**src/scfr_pkg.sv**
```systemverilog
// ============================================================================
// scfr_pkg
// Types and constants shared by the frame receiver modules.
// ============================================================================
package scfr_pkg;

    // Field widths
    localparam int BYTE_W      = 8;
    localparam int LEN_W       = 6;
    localparam int STATUS_W    = 2;
    localparam int CFG_INDEX_W = 3;
    localparam int OUT_DATA_W  = 40;

    // Result status codes
    localparam logic [STATUS_W-1:0] STATUS_DATA  = 2'd0;
    localparam logic [STATUS_W-1:0] STATUS_EMPTY = 2'd1;
    localparam logic [STATUS_W-1:0] STATUS_ERROR = 2'd2;

    // Configuration register indexes
    localparam logic [CFG_INDEX_W-1:0] REG_SYNC_FIRST  = 3'd0;
    localparam logic [CFG_INDEX_W-1:0] REG_SYNC_SECOND = 3'd1;
    localparam logic [CFG_INDEX_W-1:0] REG_FUNC_LIMIT  = 3'd2;
    localparam logic [CFG_INDEX_W-1:0] REG_MAX_PAYLOAD = 3'd3;

    // Configuration reset values
    localparam logic [BYTE_W-1:0] RST_SYNC_FIRST  = 8'hAA;
    localparam logic [BYTE_W-1:0] RST_SYNC_SECOND = 8'hAF;
    localparam logic [BYTE_W-1:0] RST_FUNC_LIMIT  = 8'hF1;
    localparam logic [LEN_W-1:0]  RST_MAX_PAYLOAD = 6'd49;

    // Controller states, one-hot
    typedef enum logic [7:0] {
        ST_SYNC1   = 8'b0000_0001,
        ST_SYNC2   = 8'b0000_0010,
        ST_FUNC    = 8'b0000_0100,
        ST_LEN     = 8'b0000_1000,
        ST_PAYLOAD = 8'b0001_0000,
        ST_CHECK   = 8'b0010_0000,
        ST_READ    = 8'b0100_0000,
        ST_EMIT    = 8'b1000_0000
    } scfr_state_t;

    // Controller to datapath commands
    typedef struct packed {
        logic in_ready;
        logic sum_load;
        logic sum_add;
        logic func_load;
        logic len_load;
        logic store_write;
        logic emit_start;
        logic emit_next;
        logic rd_en;
        logic out_load_data;
        logic out_load_error;
        logic out_load_empty;
    } scfr_cmd_t;

    // Datapath to controller status
    typedef struct packed {
        logic sync1_hit;
        logic sync2_hit;
        logic func_ok;
        logic len_ok;
        logic len_in_zero;
        logic seen_last;
        logic sum_ok;
        logic frame_empty;
        logic out_taken;
        logic out_last;
    } scfr_status_t;

endpackage

```
**src/scfr_ram.sv**
```systemverilog
// ============================================================================
// scfr_ram
// Simple dual-port RAM, one write and one registered read port.
// ============================================================================
module scfr_ram #(
    parameter int WIDTH = 8,
    parameter int DEPTH = 64
) (
    input  logic                     aclk,
    input  logic                     we,
    input  logic [$clog2(DEPTH)-1:0] waddr,
    input  logic [WIDTH-1:0]         wdata,
    input  logic                     re,
    input  logic [$clog2(DEPTH)-1:0] raddr,
    output logic [WIDTH-1:0]         rdata
);

    logic [WIDTH-1:0] mem_reg [DEPTH];
    logic [WIDTH-1:0] rdata_reg;

    // Write port
    always_ff @(posedge aclk) begin
        if (we) begin
            mem_reg[waddr] <= wdata;
        end
    end

    // Registered read port
    always_ff @(posedge aclk) begin
        if (re) begin
            rdata_reg <= mem_reg[raddr];
        end
    end

    assign rdata = rdata_reg;

endmodule

```
**src/scfr_ctrl.sv**
```systemverilog
// ============================================================================
// scfr_ctrl
// Frame parser state machine: header hunt, payload fill, check and emit.
// ============================================================================
module scfr_ctrl (
    input  logic                    aclk,
    input  logic                    aresetn,
    input  logic                    s_tvalid,
    input  scfr_pkg::scfr_status_t  stat,
    output scfr_pkg::scfr_cmd_t     cmd
);

    import scfr_pkg::*;

    scfr_state_t state_reg, state_next;
    logic        accept;

    // Input transfer: every state outside the emit loop takes bytes
    assign accept = s_tvalid && (state_reg != ST_READ) && (state_reg != ST_EMIT);

    // Hold state
    always_ff @(posedge aclk) begin
        if (!aresetn) begin
            state_reg <= ST_SYNC1;
        end else begin
            state_reg <= state_next;
        end
    end

    // Decode next state and commands
    always_comb begin
        state_next = state_reg;
        cmd        = '0;
        case (state_reg)
            ST_SYNC1: begin
                cmd.in_ready = 1'b1;
                if (accept && stat.sync1_hit) begin
                    cmd.sum_load = 1'b1;
                    state_next   = ST_SYNC2;
                end
            end
            ST_SYNC2: begin
                cmd.in_ready = 1'b1;
                if (accept) begin
                    if (stat.sync2_hit) begin
                        cmd.sum_add = 1'b1;
                        state_next  = ST_FUNC;
                    end else begin
                        state_next  = ST_SYNC1;
                    end
                end
            end
            ST_FUNC: begin
                cmd.in_ready = 1'b1;
                if (accept) begin
                    if (stat.func_ok) begin
                        cmd.sum_add   = 1'b1;
                        cmd.func_load = 1'b1;
                        state_next    = ST_LEN;
                    end else begin
                        state_next    = ST_SYNC1;
                    end
                end
            end
            ST_LEN: begin
                cmd.in_ready = 1'b1;
                if (accept) begin
                    if (stat.len_ok) begin
                        cmd.sum_add  = 1'b1;
                        cmd.len_load = 1'b1;
                        state_next   = stat.len_in_zero ? ST_CHECK : ST_PAYLOAD;
                    end else begin
                        state_next   = ST_SYNC1;
                    end
                end
            end
            ST_PAYLOAD: begin
                cmd.in_ready = 1'b1;
                if (accept) begin
                    cmd.sum_add     = 1'b1;
                    cmd.store_write = 1'b1;
                    if (stat.seen_last) begin
                        state_next = ST_CHECK;
                    end
                end
            end
            ST_CHECK: begin
                cmd.in_ready = 1'b1;
                if (accept) begin
                    if (!stat.sum_ok) begin
                        cmd.out_load_error = 1'b1;
                        state_next         = ST_EMIT;
                    end else if (stat.frame_empty) begin
                        cmd.out_load_empty = 1'b1;
                        state_next         = ST_EMIT;
                    end else begin
                        cmd.emit_start = 1'b1;
                        cmd.rd_en      = 1'b1;
                        state_next     = ST_READ;
                    end
                end
            end
            ST_READ: begin
                // read data is back, move it to the output register
                cmd.out_load_data = 1'b1;
                state_next        = ST_EMIT;
            end
            ST_EMIT: begin
                if (stat.out_taken) begin
                    if (stat.out_last) begin
                        state_next = ST_SYNC1;
                    end else begin
                        cmd.emit_next = 1'b1;
                        cmd.rd_en     = 1'b1;
                        state_next    = ST_READ;
                    end
                end
            end
            default: begin
                state_next = ST_SYNC1;
            end
        endcase
    end

endmodule

```
**src/scfr_dp.sv**
```systemverilog
// ============================================================================
// scfr_dp
// Datapath: configuration registers, header fields, running sum,
// payload buffer and the result register.
// ============================================================================
module scfr_dp #(
    parameter int PAYLOAD_DEPTH = 64
) (
    input  logic                                     aclk,
    input  logic                                     aresetn,
    input  scfr_pkg::scfr_cmd_t                      cmd,
    output scfr_pkg::scfr_status_t                   stat,
    input  logic [scfr_pkg::BYTE_W-1:0]              rx_byte,
    input  logic                                     cfg_valid,
    input  logic [scfr_pkg::CFG_INDEX_W-1:0]         cfg_index,
    input  logic [scfr_pkg::BYTE_W-1:0]              cfg_data,
    output logic                                     m_tvalid,
    input  logic                                     m_tready,
    output logic [scfr_pkg::OUT_DATA_W-1:0]          m_tdata,
    output logic [scfr_pkg::STATUS_W-1:0]            m_tuser,
    output logic                                     m_tlast
);

    import scfr_pkg::*;

    localparam int ADDR_W = $clog2(PAYLOAD_DEPTH);

    logic [BYTE_W-1:0]   sync_first_reg;
    logic [BYTE_W-1:0]   sync_second_reg;
    logic [BYTE_W-1:0]   func_limit_reg;
    logic [LEN_W-1:0]    max_payload_reg;

    logic [BYTE_W-1:0]   func_reg;
    logic [LEN_W-1:0]    len_reg;
    logic [LEN_W-1:0]    seen_reg;
    logic [BYTE_W-1:0]   sum_reg;
    logic [LEN_W-1:0]    emit_idx_reg;

    logic                out_valid_reg;
    logic [STATUS_W-1:0] out_status_reg;
    logic [BYTE_W-1:0]   out_func_reg;
    logic [LEN_W-1:0]    out_len_reg;
    logic [LEN_W-1:0]    out_idx_reg;
    logic [BYTE_W-1:0]   out_byte_reg;
    logic [BYTE_W-1:0]   out_sum_reg;
    logic                out_last_reg;

    logic [BYTE_W-1:0]   ram_rdata;
    logic                emit_last;

    // Configuration writes; unknown indexes are dropped
    always_ff @(posedge aclk) begin
        if (!aresetn) begin
            sync_first_reg  <= RST_SYNC_FIRST;
            sync_second_reg <= RST_SYNC_SECOND;
            func_limit_reg  <= RST_FUNC_LIMIT;
            max_payload_reg <= RST_MAX_PAYLOAD;
        end else if (cfg_valid) begin
            case (cfg_index)
                REG_SYNC_FIRST:  sync_first_reg  <= cfg_data;
                REG_SYNC_SECOND: sync_second_reg <= cfg_data;
                REG_FUNC_LIMIT:  func_limit_reg  <= cfg_data;
                REG_MAX_PAYLOAD: max_payload_reg <= cfg_data[LEN_W-1:0];
                default: ;
            endcase
        end
    end

    // Header fields, fill count and running sum
    always_ff @(posedge aclk) begin
        if (!aresetn) begin
            func_reg     <= '0;
            len_reg      <= '0;
            seen_reg     <= '0;
            sum_reg      <= '0;
            emit_idx_reg <= '0;
        end else begin
            if (cmd.sum_load) begin
                sum_reg <= rx_byte;
            end else if (cmd.sum_add) begin
                sum_reg <= sum_reg + rx_byte;
            end
            if (cmd.func_load) begin
                func_reg <= rx_byte;
            end
            if (cmd.len_load) begin
                len_reg  <= rx_byte[LEN_W-1:0];
                seen_reg <= '0;
            end else if (cmd.store_write) begin
                seen_reg <= seen_reg + LEN_W'(1);
            end
            if (cmd.emit_start) begin
                emit_idx_reg <= '0;
            end else if (cmd.emit_next) begin
                emit_idx_reg <= emit_idx_reg + LEN_W'(1);
            end
        end
    end

    // Payload buffer
    scfr_ram #(
        .WIDTH (BYTE_W),
        .DEPTH (PAYLOAD_DEPTH)
    ) u_ram (
        .aclk  (aclk),
        .we    (cmd.store_write),
        .waddr (ADDR_W'(seen_reg)),
        .wdata (rx_byte),
        .re    (cmd.rd_en),
        .raddr (cmd.emit_start ? '0 : ADDR_W'(emit_idx_reg + LEN_W'(1))),
        .rdata (ram_rdata)
    );

    assign emit_last = (emit_idx_reg + LEN_W'(1)) == len_reg;

    // Result register: load from the buffer or a one-shot status, drop on transfer
    always_ff @(posedge aclk) begin
        if (!aresetn) begin
            out_valid_reg <= 1'b0;
        end else if (cmd.out_load_data || cmd.out_load_error || cmd.out_load_empty) begin
            out_valid_reg <= 1'b1;
        end else if (m_tready) begin
            out_valid_reg <= 1'b0;
        end
    end

    always_ff @(posedge aclk) begin
        if (cmd.out_load_data) begin
            out_status_reg <= STATUS_DATA;
            out_idx_reg    <= emit_idx_reg;
            out_byte_reg   <= ram_rdata;
            out_last_reg   <= emit_last;
        end else if (cmd.out_load_error || cmd.out_load_empty) begin
            out_status_reg <= cmd.out_load_error ? STATUS_ERROR : STATUS_EMPTY;
            out_idx_reg    <= '0;
            out_byte_reg   <= '0;
            out_last_reg   <= 1'b1;
        end
        if (cmd.out_load_data || cmd.out_load_error || cmd.out_load_empty) begin
            out_func_reg <= func_reg;
            out_len_reg  <= len_reg;
            out_sum_reg  <= sum_reg;
        end
    end

    // Status toward the controller
    always_comb begin
        stat.sync1_hit   = rx_byte == sync_first_reg;
        stat.sync2_hit   = rx_byte == sync_second_reg;
        stat.func_ok     = rx_byte < func_limit_reg;
        stat.len_ok      = (rx_byte <= {{(BYTE_W-LEN_W){1'b0}}, max_payload_reg})
                        && ({1'b0, rx_byte} <= (BYTE_W+1)'(PAYLOAD_DEPTH));
        stat.len_in_zero = rx_byte == '0;
        stat.seen_last   = (seen_reg + LEN_W'(1)) == len_reg;
        stat.sum_ok      = rx_byte == sum_reg;
        stat.frame_empty = len_reg == '0;
        stat.out_taken   = out_valid_reg && m_tready;
        stat.out_last    = out_last_reg;
    end

    assign m_tvalid = out_valid_reg;
    assign m_tuser  = out_status_reg;
    assign m_tlast  = out_last_reg;
    assign m_tdata  = {4'b0000, out_sum_reg, out_byte_reg, out_idx_reg, out_len_reg,
                       out_func_reg};

endmodule

```
**src/sum_checked_frame_receiver_top.sv**
```systemverilog
// ============================================================================
// sum_checked_frame_receiver_top
// Serial frame receiver with sync hunt, length check, payload buffer and
// 8-bit additive checksum.
// ============================================================================
//
//  Channel   Dir  Handshake             Payload
//  s_        in   s_tvalid / s_tready   rx_byte in s_tdata
//  m_        out  m_tvalid / m_tready   frame fields in m_tdata, status in
//                                       m_tuser, end of frame in m_tlast
//  cfg_      in   cfg_valid / cfg_ready cfg_index, cfg_data
//
//  Header, payload and checksum bytes are taken while s_tready is high.
//  A good frame of N payload bytes emits N results through the registered
//  buffer read, each held by any m_tready stall; s_tready stays low until the
//  last result transfers. Error and empty-frame results skip the buffer read.
//  Reset is synchronous, active low; the buffer needs no clearing pass.
//
module sum_checked_frame_receiver_top #(
    parameter int PAYLOAD_DEPTH = 64
) (
    input  logic                                  aclk,
    input  logic                                  aresetn,
    // s_tdata: [7:0] rx_byte
    input  logic                                  s_tvalid,
    output logic                                  s_tready,
    input  logic [scfr_pkg::BYTE_W-1:0]           s_tdata,
    // m_tdata: [7:0] func_code, [13:8] payload_len, [19:14] byte_index,
    //          [27:20] payload_byte, [35:28] frame_sum, [39:36] zero
    output logic                                  m_tvalid,
    input  logic                                  m_tready,
    output logic [scfr_pkg::OUT_DATA_W-1:0]       m_tdata,
    // m_tuser: [1:0] status
    output logic [scfr_pkg::STATUS_W-1:0]         m_tuser,
    output logic                                  m_tlast,
    input  logic                                  cfg_valid,
    output logic                                  cfg_ready,
    input  logic [scfr_pkg::CFG_INDEX_W-1:0]      cfg_index,
    input  logic [scfr_pkg::BYTE_W-1:0]           cfg_data
);

    import scfr_pkg::*;

    scfr_cmd_t    cmd;
    scfr_status_t stat;

    // Configuration writes always land
    assign cfg_ready = 1'b1;
    assign s_tready  = cmd.in_ready;

    scfr_ctrl u_ctrl (
        .aclk     (aclk),
        .aresetn  (aresetn),
        .s_tvalid (s_tvalid),
        .stat     (stat),
        .cmd      (cmd)
    );

    scfr_dp #(
        .PAYLOAD_DEPTH (PAYLOAD_DEPTH)
    ) u_dp (
        .aclk      (aclk),
        .aresetn   (aresetn),
        .cmd       (cmd),
        .stat      (stat),
        .rx_byte   (s_tdata),
        .cfg_valid (cfg_valid),
        .cfg_index (cfg_index),
        .cfg_data  (cfg_data),
        .m_tvalid  (m_tvalid),
        .m_tready  (m_tready),
        .m_tdata   (m_tdata),
        .m_tuser   (m_tuser),
        .m_tlast   (m_tlast)
    );

endmodule

```
**config.mk**
```make
export PLATFORM = sky130hd
export DESIGN_NAME = sum_checked_frame_receiver_top
export DESIGN_NICKNAME = d
export VERILOG_FILES = /design/src/scfr_pkg.sv /design/src/scfr_ram.sv /design/src/scfr_ctrl.sv /design/src/scfr_dp.sv /design/src/sum_checked_frame_receiver_top.sv
export SDC_FILE = /design/constraint.sdc
export NUM_CORES = 1
export LEC_CHECK = 0
export BUFFER_PORTS_ARGS = -buffer_cell sky130_fd_sc_hd__clkbuf_2
export CORE_ASPECT_RATIO = 1.2
export CORE_MARGIN = 3
export CORE_UTILIZATION = 35
export CTS_CLUSTER_SIZE = 24
export DETAILED_ROUTE_END_ITERATION = 10
export PLACE_DENSITY = 0.52
export SKIP_CTS_REPAIR_TIMING = 1
export SYNTH_ARGS = -nofsm -noshare
export SYNTH_HDL_FRONTEND = slang
export SYNTH_SLANG_ARGS = --single-unit
```
**constraint.sdc**
```tcl
create_clock -name aclk -period 2.94 [get_ports aclk]
set_input_delay 0.294 -clock aclk [delete_from_list [all_inputs] [get_ports aclk]]
set_output_delay 0.294 -clock aclk [all_outputs]
set_load 0.03 [all_outputs]
```
Word level (Yosys, flattened, before mapping) --
Memory sizes are Yosys's and may differ from the RTL's. A register that Yosys moved wholly into a read port is not among the register bits. Cells that the tools add are included.
Operators by class: add/subtract/negate cells 3, $lt $le $gt $ge 3, equal/unequal tests 26, muxes and demuxes 58, bitwise logic cells 1, reductions and logical operators 22
Operators by type and width (number):
- 2-to-1 mux 8 bit | 15
- one-hot mux 8 bit (8 select lines) | 1
- 2-to-1 mux 1 bit | 26
- == test 8 bit | 3
- 2-to-1 mux 6 bit | 4
- 2-to-1 mux 2 bit | 7
- adder 6 x 1 -> 6 bit (second input constant) | 2
- == test 6 bit | 2
- != test 2 x 1 -> 1 bit (second input constant) | 6
- adder 8 bit | 1
- == test 8 x 1 -> 1 bit (second input constant) | 1
- == test 8 x 2 -> 1 bit (second input constant) | 1
- == test 8 x 3 -> 1 bit (second input constant) | 1
- == test 8 x 4 -> 1 bit (second input constant) | 1
- == test 8 x 5 -> 1 bit (second input constant) | 1
- == test 8 x 6 -> 1 bit (second input constant) | 1
- == test 8 x 7 -> 1 bit (second input constant) | 1
- == test 8 bit (second input constant) | 1
- less-or-equal comparator 8 x 6 -> 1 bit | 1
- less-or-equal comparator 8 x 7 -> 1 bit (second input constant) | 1
- logical NOT 8 bit | 1
- less-than comparator 8 bit | 1
- != test 8 x 7 -> 1 bit (second input constant) | 1
- != test 8 bit (second input constant) | 1
- 18 further kinds | 32
Word-level totals: register bits after elaboration 112, bits in writable memories 512, input port bits 24, output and inout port bits 46, logic and storage cells 132, memories kept 1
Memory list:
- u_dp.u_ram.mem_reg | depth 64, width 8, read ports 1, clocked after memory_dff 1, wr ports 1, RTL line scfr_ram.sv:18 | logic [WIDTH-1:0] mem_reg [DEPTH];

Logic depth before layout (Yosys ltp) --
depth after elaboration 8, mapped depth 12, gate-level depth less buffers 11

Modules after synthesis --
From an unflattened synthesis, not the netlist that was laid out.
Unflattened totals: cells, all modules 1539, area total of the unflattened synthesis 25931.1 sq um
By module, submodules not included:
- scfr_ram | instances 1, cells each 940, area each 20246.9 sq um, sequential area each 15615.0 sq um
- scfr_dp | instances 1, cells each 495, area each 4946.0 sq um, sequential area each 2452.4 sq um
- scfr_ctrl | instances 1, cells each 102, area each 726.9 sq um, sequential area each 160.2 sq um
- sum_checked_frame_receiver_top | instances 1, cells each 2, area each 11.3 sq um, sequential area each 0.0 sq um

Worst setup path before layout --
Ideal clock, no wire load.
kind input to register, start point in s_tdata[5] (netlist bit), end point reg u_dp.u_ram.rdata_reg[4], in the netlist u_dp.u_ram.rdata[4] (read register of u_dp.u_ram.mem_reg) (data pin), library setup time 0.256 ns, data arrival time 2.596 ns, data required time 2.684 ns, setup slack 0.088 ns, stages on the path 12, path buffers 3, cell sequence ha_1 -> or4_1 -> and3b_1 -> buf_4 -> a31oi_1 -> buf_2 -> nand2_4 -> buf_6 -> o22ai_1 -> o32ai_1 -> a211oi_1 -> and4_1
Between the ends: longest elaborated chain between the ends 5, elaborated cells between the ends (all ways) 6, those cells by class 1 x eq/ne; 5 x mux
RTL lines:
- start, declared | RTL line sum_checked_frame_receiver_top.sv:27 | input logic [scfr_pkg::BYTE_W-1:0] s_tdata,
- == test 8 bit (*) | RTL line scfr_dp.sv:155 | stat.sum_ok = rx_byte == sum_reg;
- 2-to-1 mux 1 bit (*) | RTL line scfr_ctrl.sv:90 | if (!stat.sum_ok) begin
- 2-to-1 mux 1 bit (*) | RTL line scfr_ctrl.sv:89 | if (accept) begin
- 2-to-1 mux 1 bit | RTL line scfr_ctrl.sv:34 | case (state_reg)
- 2-to-1 mux 6 bit | RTL line scfr_dp.sv:110 | .raddr (cmd.emit_start ? '0 : ADDR_W'(emit_idx_reg + LEN_W'(1))),
- end, declared | RTL line scfr_ram.sv:19 | logic [WIDTH-1:0] rdata_reg;
Mark *: on every way between the ends. The rest lies on a longest branch, timed or not. A chain may end at the register's enable or synchronous reset.

Final worst setup path --
start point reg u_dp.sum_reg[5], end point reg u_dp.u_ram.rdata_reg[4], in the netlist u_dp.u_ram.rdata[4] (read register of u_dp.u_ram.mem_reg) (data pin)
Between the ends: longest elaborated chain between the ends 5, elaborated cells between the ends (all ways) 6, those cells by class 1 x eq/ne; 5 x mux
RTL lines:
- start, declared | RTL line scfr_dp.sv:36 | logic [BYTE_W-1:0] sum_reg;
- start signal, assigned | RTL line scfr_dp.sv:79 | sum_reg <= rx_byte;
- start signal, assigned | RTL line scfr_dp.sv:81 | sum_reg <= sum_reg + rx_byte;
- == test 8 bit (*) | RTL line scfr_dp.sv:155
- 2-to-1 mux 1 bit (*) | RTL line scfr_ctrl.sv:90
- 2-to-1 mux 1 bit (*) | RTL line scfr_ctrl.sv:89
- 2-to-1 mux 1 bit | RTL line scfr_ctrl.sv:34
- 2-to-1 mux 6 bit | RTL line scfr_dp.sv:110
Marked as above.

==> metrics.md <==
| Metric | Value |
|---|---|
| Placed inst area | `0.03020 mm²` |
| DR vias/cell | `5.410` |
| Share of post-route cells with drive strength above 1 | `26.19%` |
| Seq/Total Area, Yosys | `68.36%` |
| Register share of total power | `51.9%` |
| Synth top area share | `62.73%` |
| Worst skew pair latency | `0.61 ns` |
| Detail Placement HPWL | `57060 µm` |
| Ports | `70` |
| Setup crit start kind | `flop` |
| Die Area | `0.07955 mm²` |
| Min-Delay Startpoint | `m_tready` |
| Final Cell Area | `0.03361 mm²` |
| Clock share of power | `45.7%` |
| Critical Path Source | `u_dp.sum_reg[5]$_SDFFE_PN0P_` |
| # setup viols final | `8` |
| Post-synth EDFFs | `557` |
| Fmax | `314.7 MHz` |
| Effective utilization at floorplan | `35.42%` |
| Fin. Hold Viols | `6` |
| Fin crit period | `3.178 ns` |
| Final GP Congestion | `0.9073` |
| Most common cell after layout, fill and taps aside | `edfxtp_1` |
| Post-synth top area cell | `edfxtp_1` |
| Worst Hold Class | `input pin to flop` |
| Drt drc | `0` |
| DP Worst Slack | `-1.034 ns` |
| WL final | `86240 µm` |
| Clock Path Buffers | `3` |
| Top post-synthesis cells by area | `edfxtp_1, dfxtp_1, mux2i_1` |
| Peak supply drop | `0.4201 mV` |
| Port Buffer Count | `64` |
| Synthesized area | `0.02666 mm²` |
| Fin crit share | `108.1%` |
| Crit. End Element | `flop` |
| Wirelength per Cell | `25.37 µm` |
| Synthesized instance count | `2011` |
| Part of the power in combinational logic | `2.4%` |
| Final total power | `18.79 mW` |
| Failing checks | `negative hold slack, negative setup slack` |
| Fraction of registers with async set/reset | `0%` |
| First-pass DRT Iterations | `5` |
| Die Wd | `258.0 µm` |
| Initial DRC Count | `1501` |
| Clock tree from TritonCTS | `built` |
| Mean Syn Cell Area | `13.26 µm²` |
| Switching share of power | `20.75%` |
| Worst Path Required | `3.29 ns` |
| Site Rows | `110` |
| Number of global-route vias before repair | `17.81k` |
| Min setup slack post-route | `-0.2380 ns` |
| Slew Viols, Final | `0` |
| Initial antenna violation count | `0` |
| CTS Sinks | `632` |
| Commonest non-fill, non-tap cells in the layout | `edfxtp_1, buf_4, nor2_1` |
| Switching power total | `3.899 mW` |
| Pint | `14.89 mW` |
| Worst Tran Pin Value | `0.8316 ns` |
| Area Overhead vs Synth | `26.05%` |
| Library cells used by synthesis | `74` |
| Root Buffer | `clkbuf_16` |
| Total negative slack | `-1.522 ns` |
| Clock Pin Slew Worst Setup and Hold Paths | `0.06 ns` |
| FF/Latch Area | `0.01824 mm²` |
| CP arrival | `3.53 ns` |
| Count of synthesis-stage warnings from yosys | `0` |
| Hold slack | `-0.02898 ns` |
| Max reg flops | `512` |
| Core Region | `0.07528 mm²` |
| Top_reg_cell synth | `edfxtp_1` |
| Die height | `308.4 µm` |
| First-pass GRT wire length | `122500 µm` |
| Global-route total usage across every layer | `20.97%` |
| RSZ-0062 raised after global routing | `yes` |
| H-tree levels | `3` |
| Status | `finished with violations` |
| Fillers | `6845` |
| Largest net degree at the start of global routing | `94` |
| Multi-input gate area | `0.008492 mm²` |
| Seq cells post-synth | `632` |
| Leakage power | `11.58 nW` |
| Max capacitance violation total | `0` |
| Num CTS Buffers | `67` |
| Final ANT Viol Nets | `0` |
| Final net count | `2385` |
| Rel. slew slack | `44.14%` |
| Via count | `18.39k` |
| PwrDens | `559.0 mW/mm²` |
| RR Startpoint | `u_dp.sum_reg[5]$_SDFFE_PN0P_` |
| Total gr overflow | `0` |
| CP Max Fanout | `5` |
| Critical path class | `flop to flop` |
| Final setup skew | `0.01796 ns` |
## metal layers
metal	part of all wire [%]	global-route usage, %	wire length (µm)	up-vias
met4	4.0	8.302	3468	0
met5	0	0	0	-
met1	41	27.34	35490	9307
li1	-	-	-	8233
met2	49	35.42	42130	698
met3	6.0	2.940	5145	152
## metrics by stage
stage | hold WS (ns) | cells | utilization [%]
after floorplan | 0.3929 | 2014 | -
after global placement | 0.4187 | 3249 | 40.11
after detailed placement | 0.4189 | 3249 | 40.11
after CTS | -0.05652 | 3370 | 43.07
after global routing | 0.0007159 | 3398 | 44.64
final | -0.02898 | 3399 | 44.64
## cell type report
class,instances,area share [%]
diodes,1,0.007445
clock buffers,81,5.364
clock inverters,40,1.266
inverters,34,0.3797
multi-input cells,1222,25.27
flip-flops and latches,632,54.28
well taps,1008,3.753
repair buffers,381,9.687
## kinds of logic after synthesis
group / Yosys count / share of synthesized area, %
buf+inv: 160 / 2.759
compound gates: 368 / 8.747
fa+ha+maj: 23 / 1.107
other cells: 2 / 0.02816
xor+xnor: 51 / 1.675
simple gates: 614 / 10.98
flops: 632 / 68.36
mux: 161 / 6.349
## Yosys cell counts, types with 5 or more instances
cell / count
a211o_1: 7
a211oi_1: 19
a21o_1: 6
a21oi_1: 118
a22oi_1: 11
and2_1: 17
and4_1: 9
buf_1: 14
buf_2: 38
buf_4: 15
clkbuf_1: 54
dfxtp_1: 75
edfxtp_1: 557
ha_1: 22
inv_1: 33
mux2_2: 15
mux2i_1: 141
mux4_2: 5
nand2_1: 148
nand2b_1: 10
nand3_1: 83
nand3b_1: 9
nand4_1: 10
nand4b_1: 6
nor2_1: 221
nor2b_1: 8
nor3_1: 49
nor4_1: 8
o211ai_1: 23
o21ai_0: 54
o221ai_1: 15
o22ai_1: 66
o31ai_1: 16
o32ai_1: 7
or3_1: 7
xnor2_1: 39
xor2_1: 12
## critical path: stages, from the launching register on
cell and delay (ns):
dfxtp_4 0.36, ha_4 0.21, or4_4 0.54, and3b_2 0.32
buf_12 0.12, nand3_4 0.16, buf_12 0.21, o22ai_2 0.15
a21oi_2 0.07, o32ai_2 0.36, a211oi_2 0.06, buf_4 0.15
and4_1 0.18
## path summary, 6_finish.rpt
check / slack [ns] / cells after the start / to
max reg2reg: -0.24 / 12 / u_dp.u_ram.rdata[4]$_DFFE_PP_
min reg2reg: 0.43 / 0 / u_dp.out_func_reg[1]$_DFFE_PP_
max: -0.24 / 12 / u_dp.u_ram.rdata[4]$_DFFE_PP_
min: -0.03 / 3 / u_dp.m_tvalid$_SDFFE_PN0P_
## power groups by stage
stage / logic, mW / registers [mW] / clock network [mW]
finish: 0.452 / 9.76 / 8.58
global route: 0.484 / 9.75 / 9.09
CTS: 0.449 / 9.76 / 8.79
detailed placement: 0.447 / 9.95 / 0
global placement: 0.440 / 9.95 / 0
floorplan: 0.145 / 9.95 / 0
Note: power is estimated with default switching activity, not from simulation.
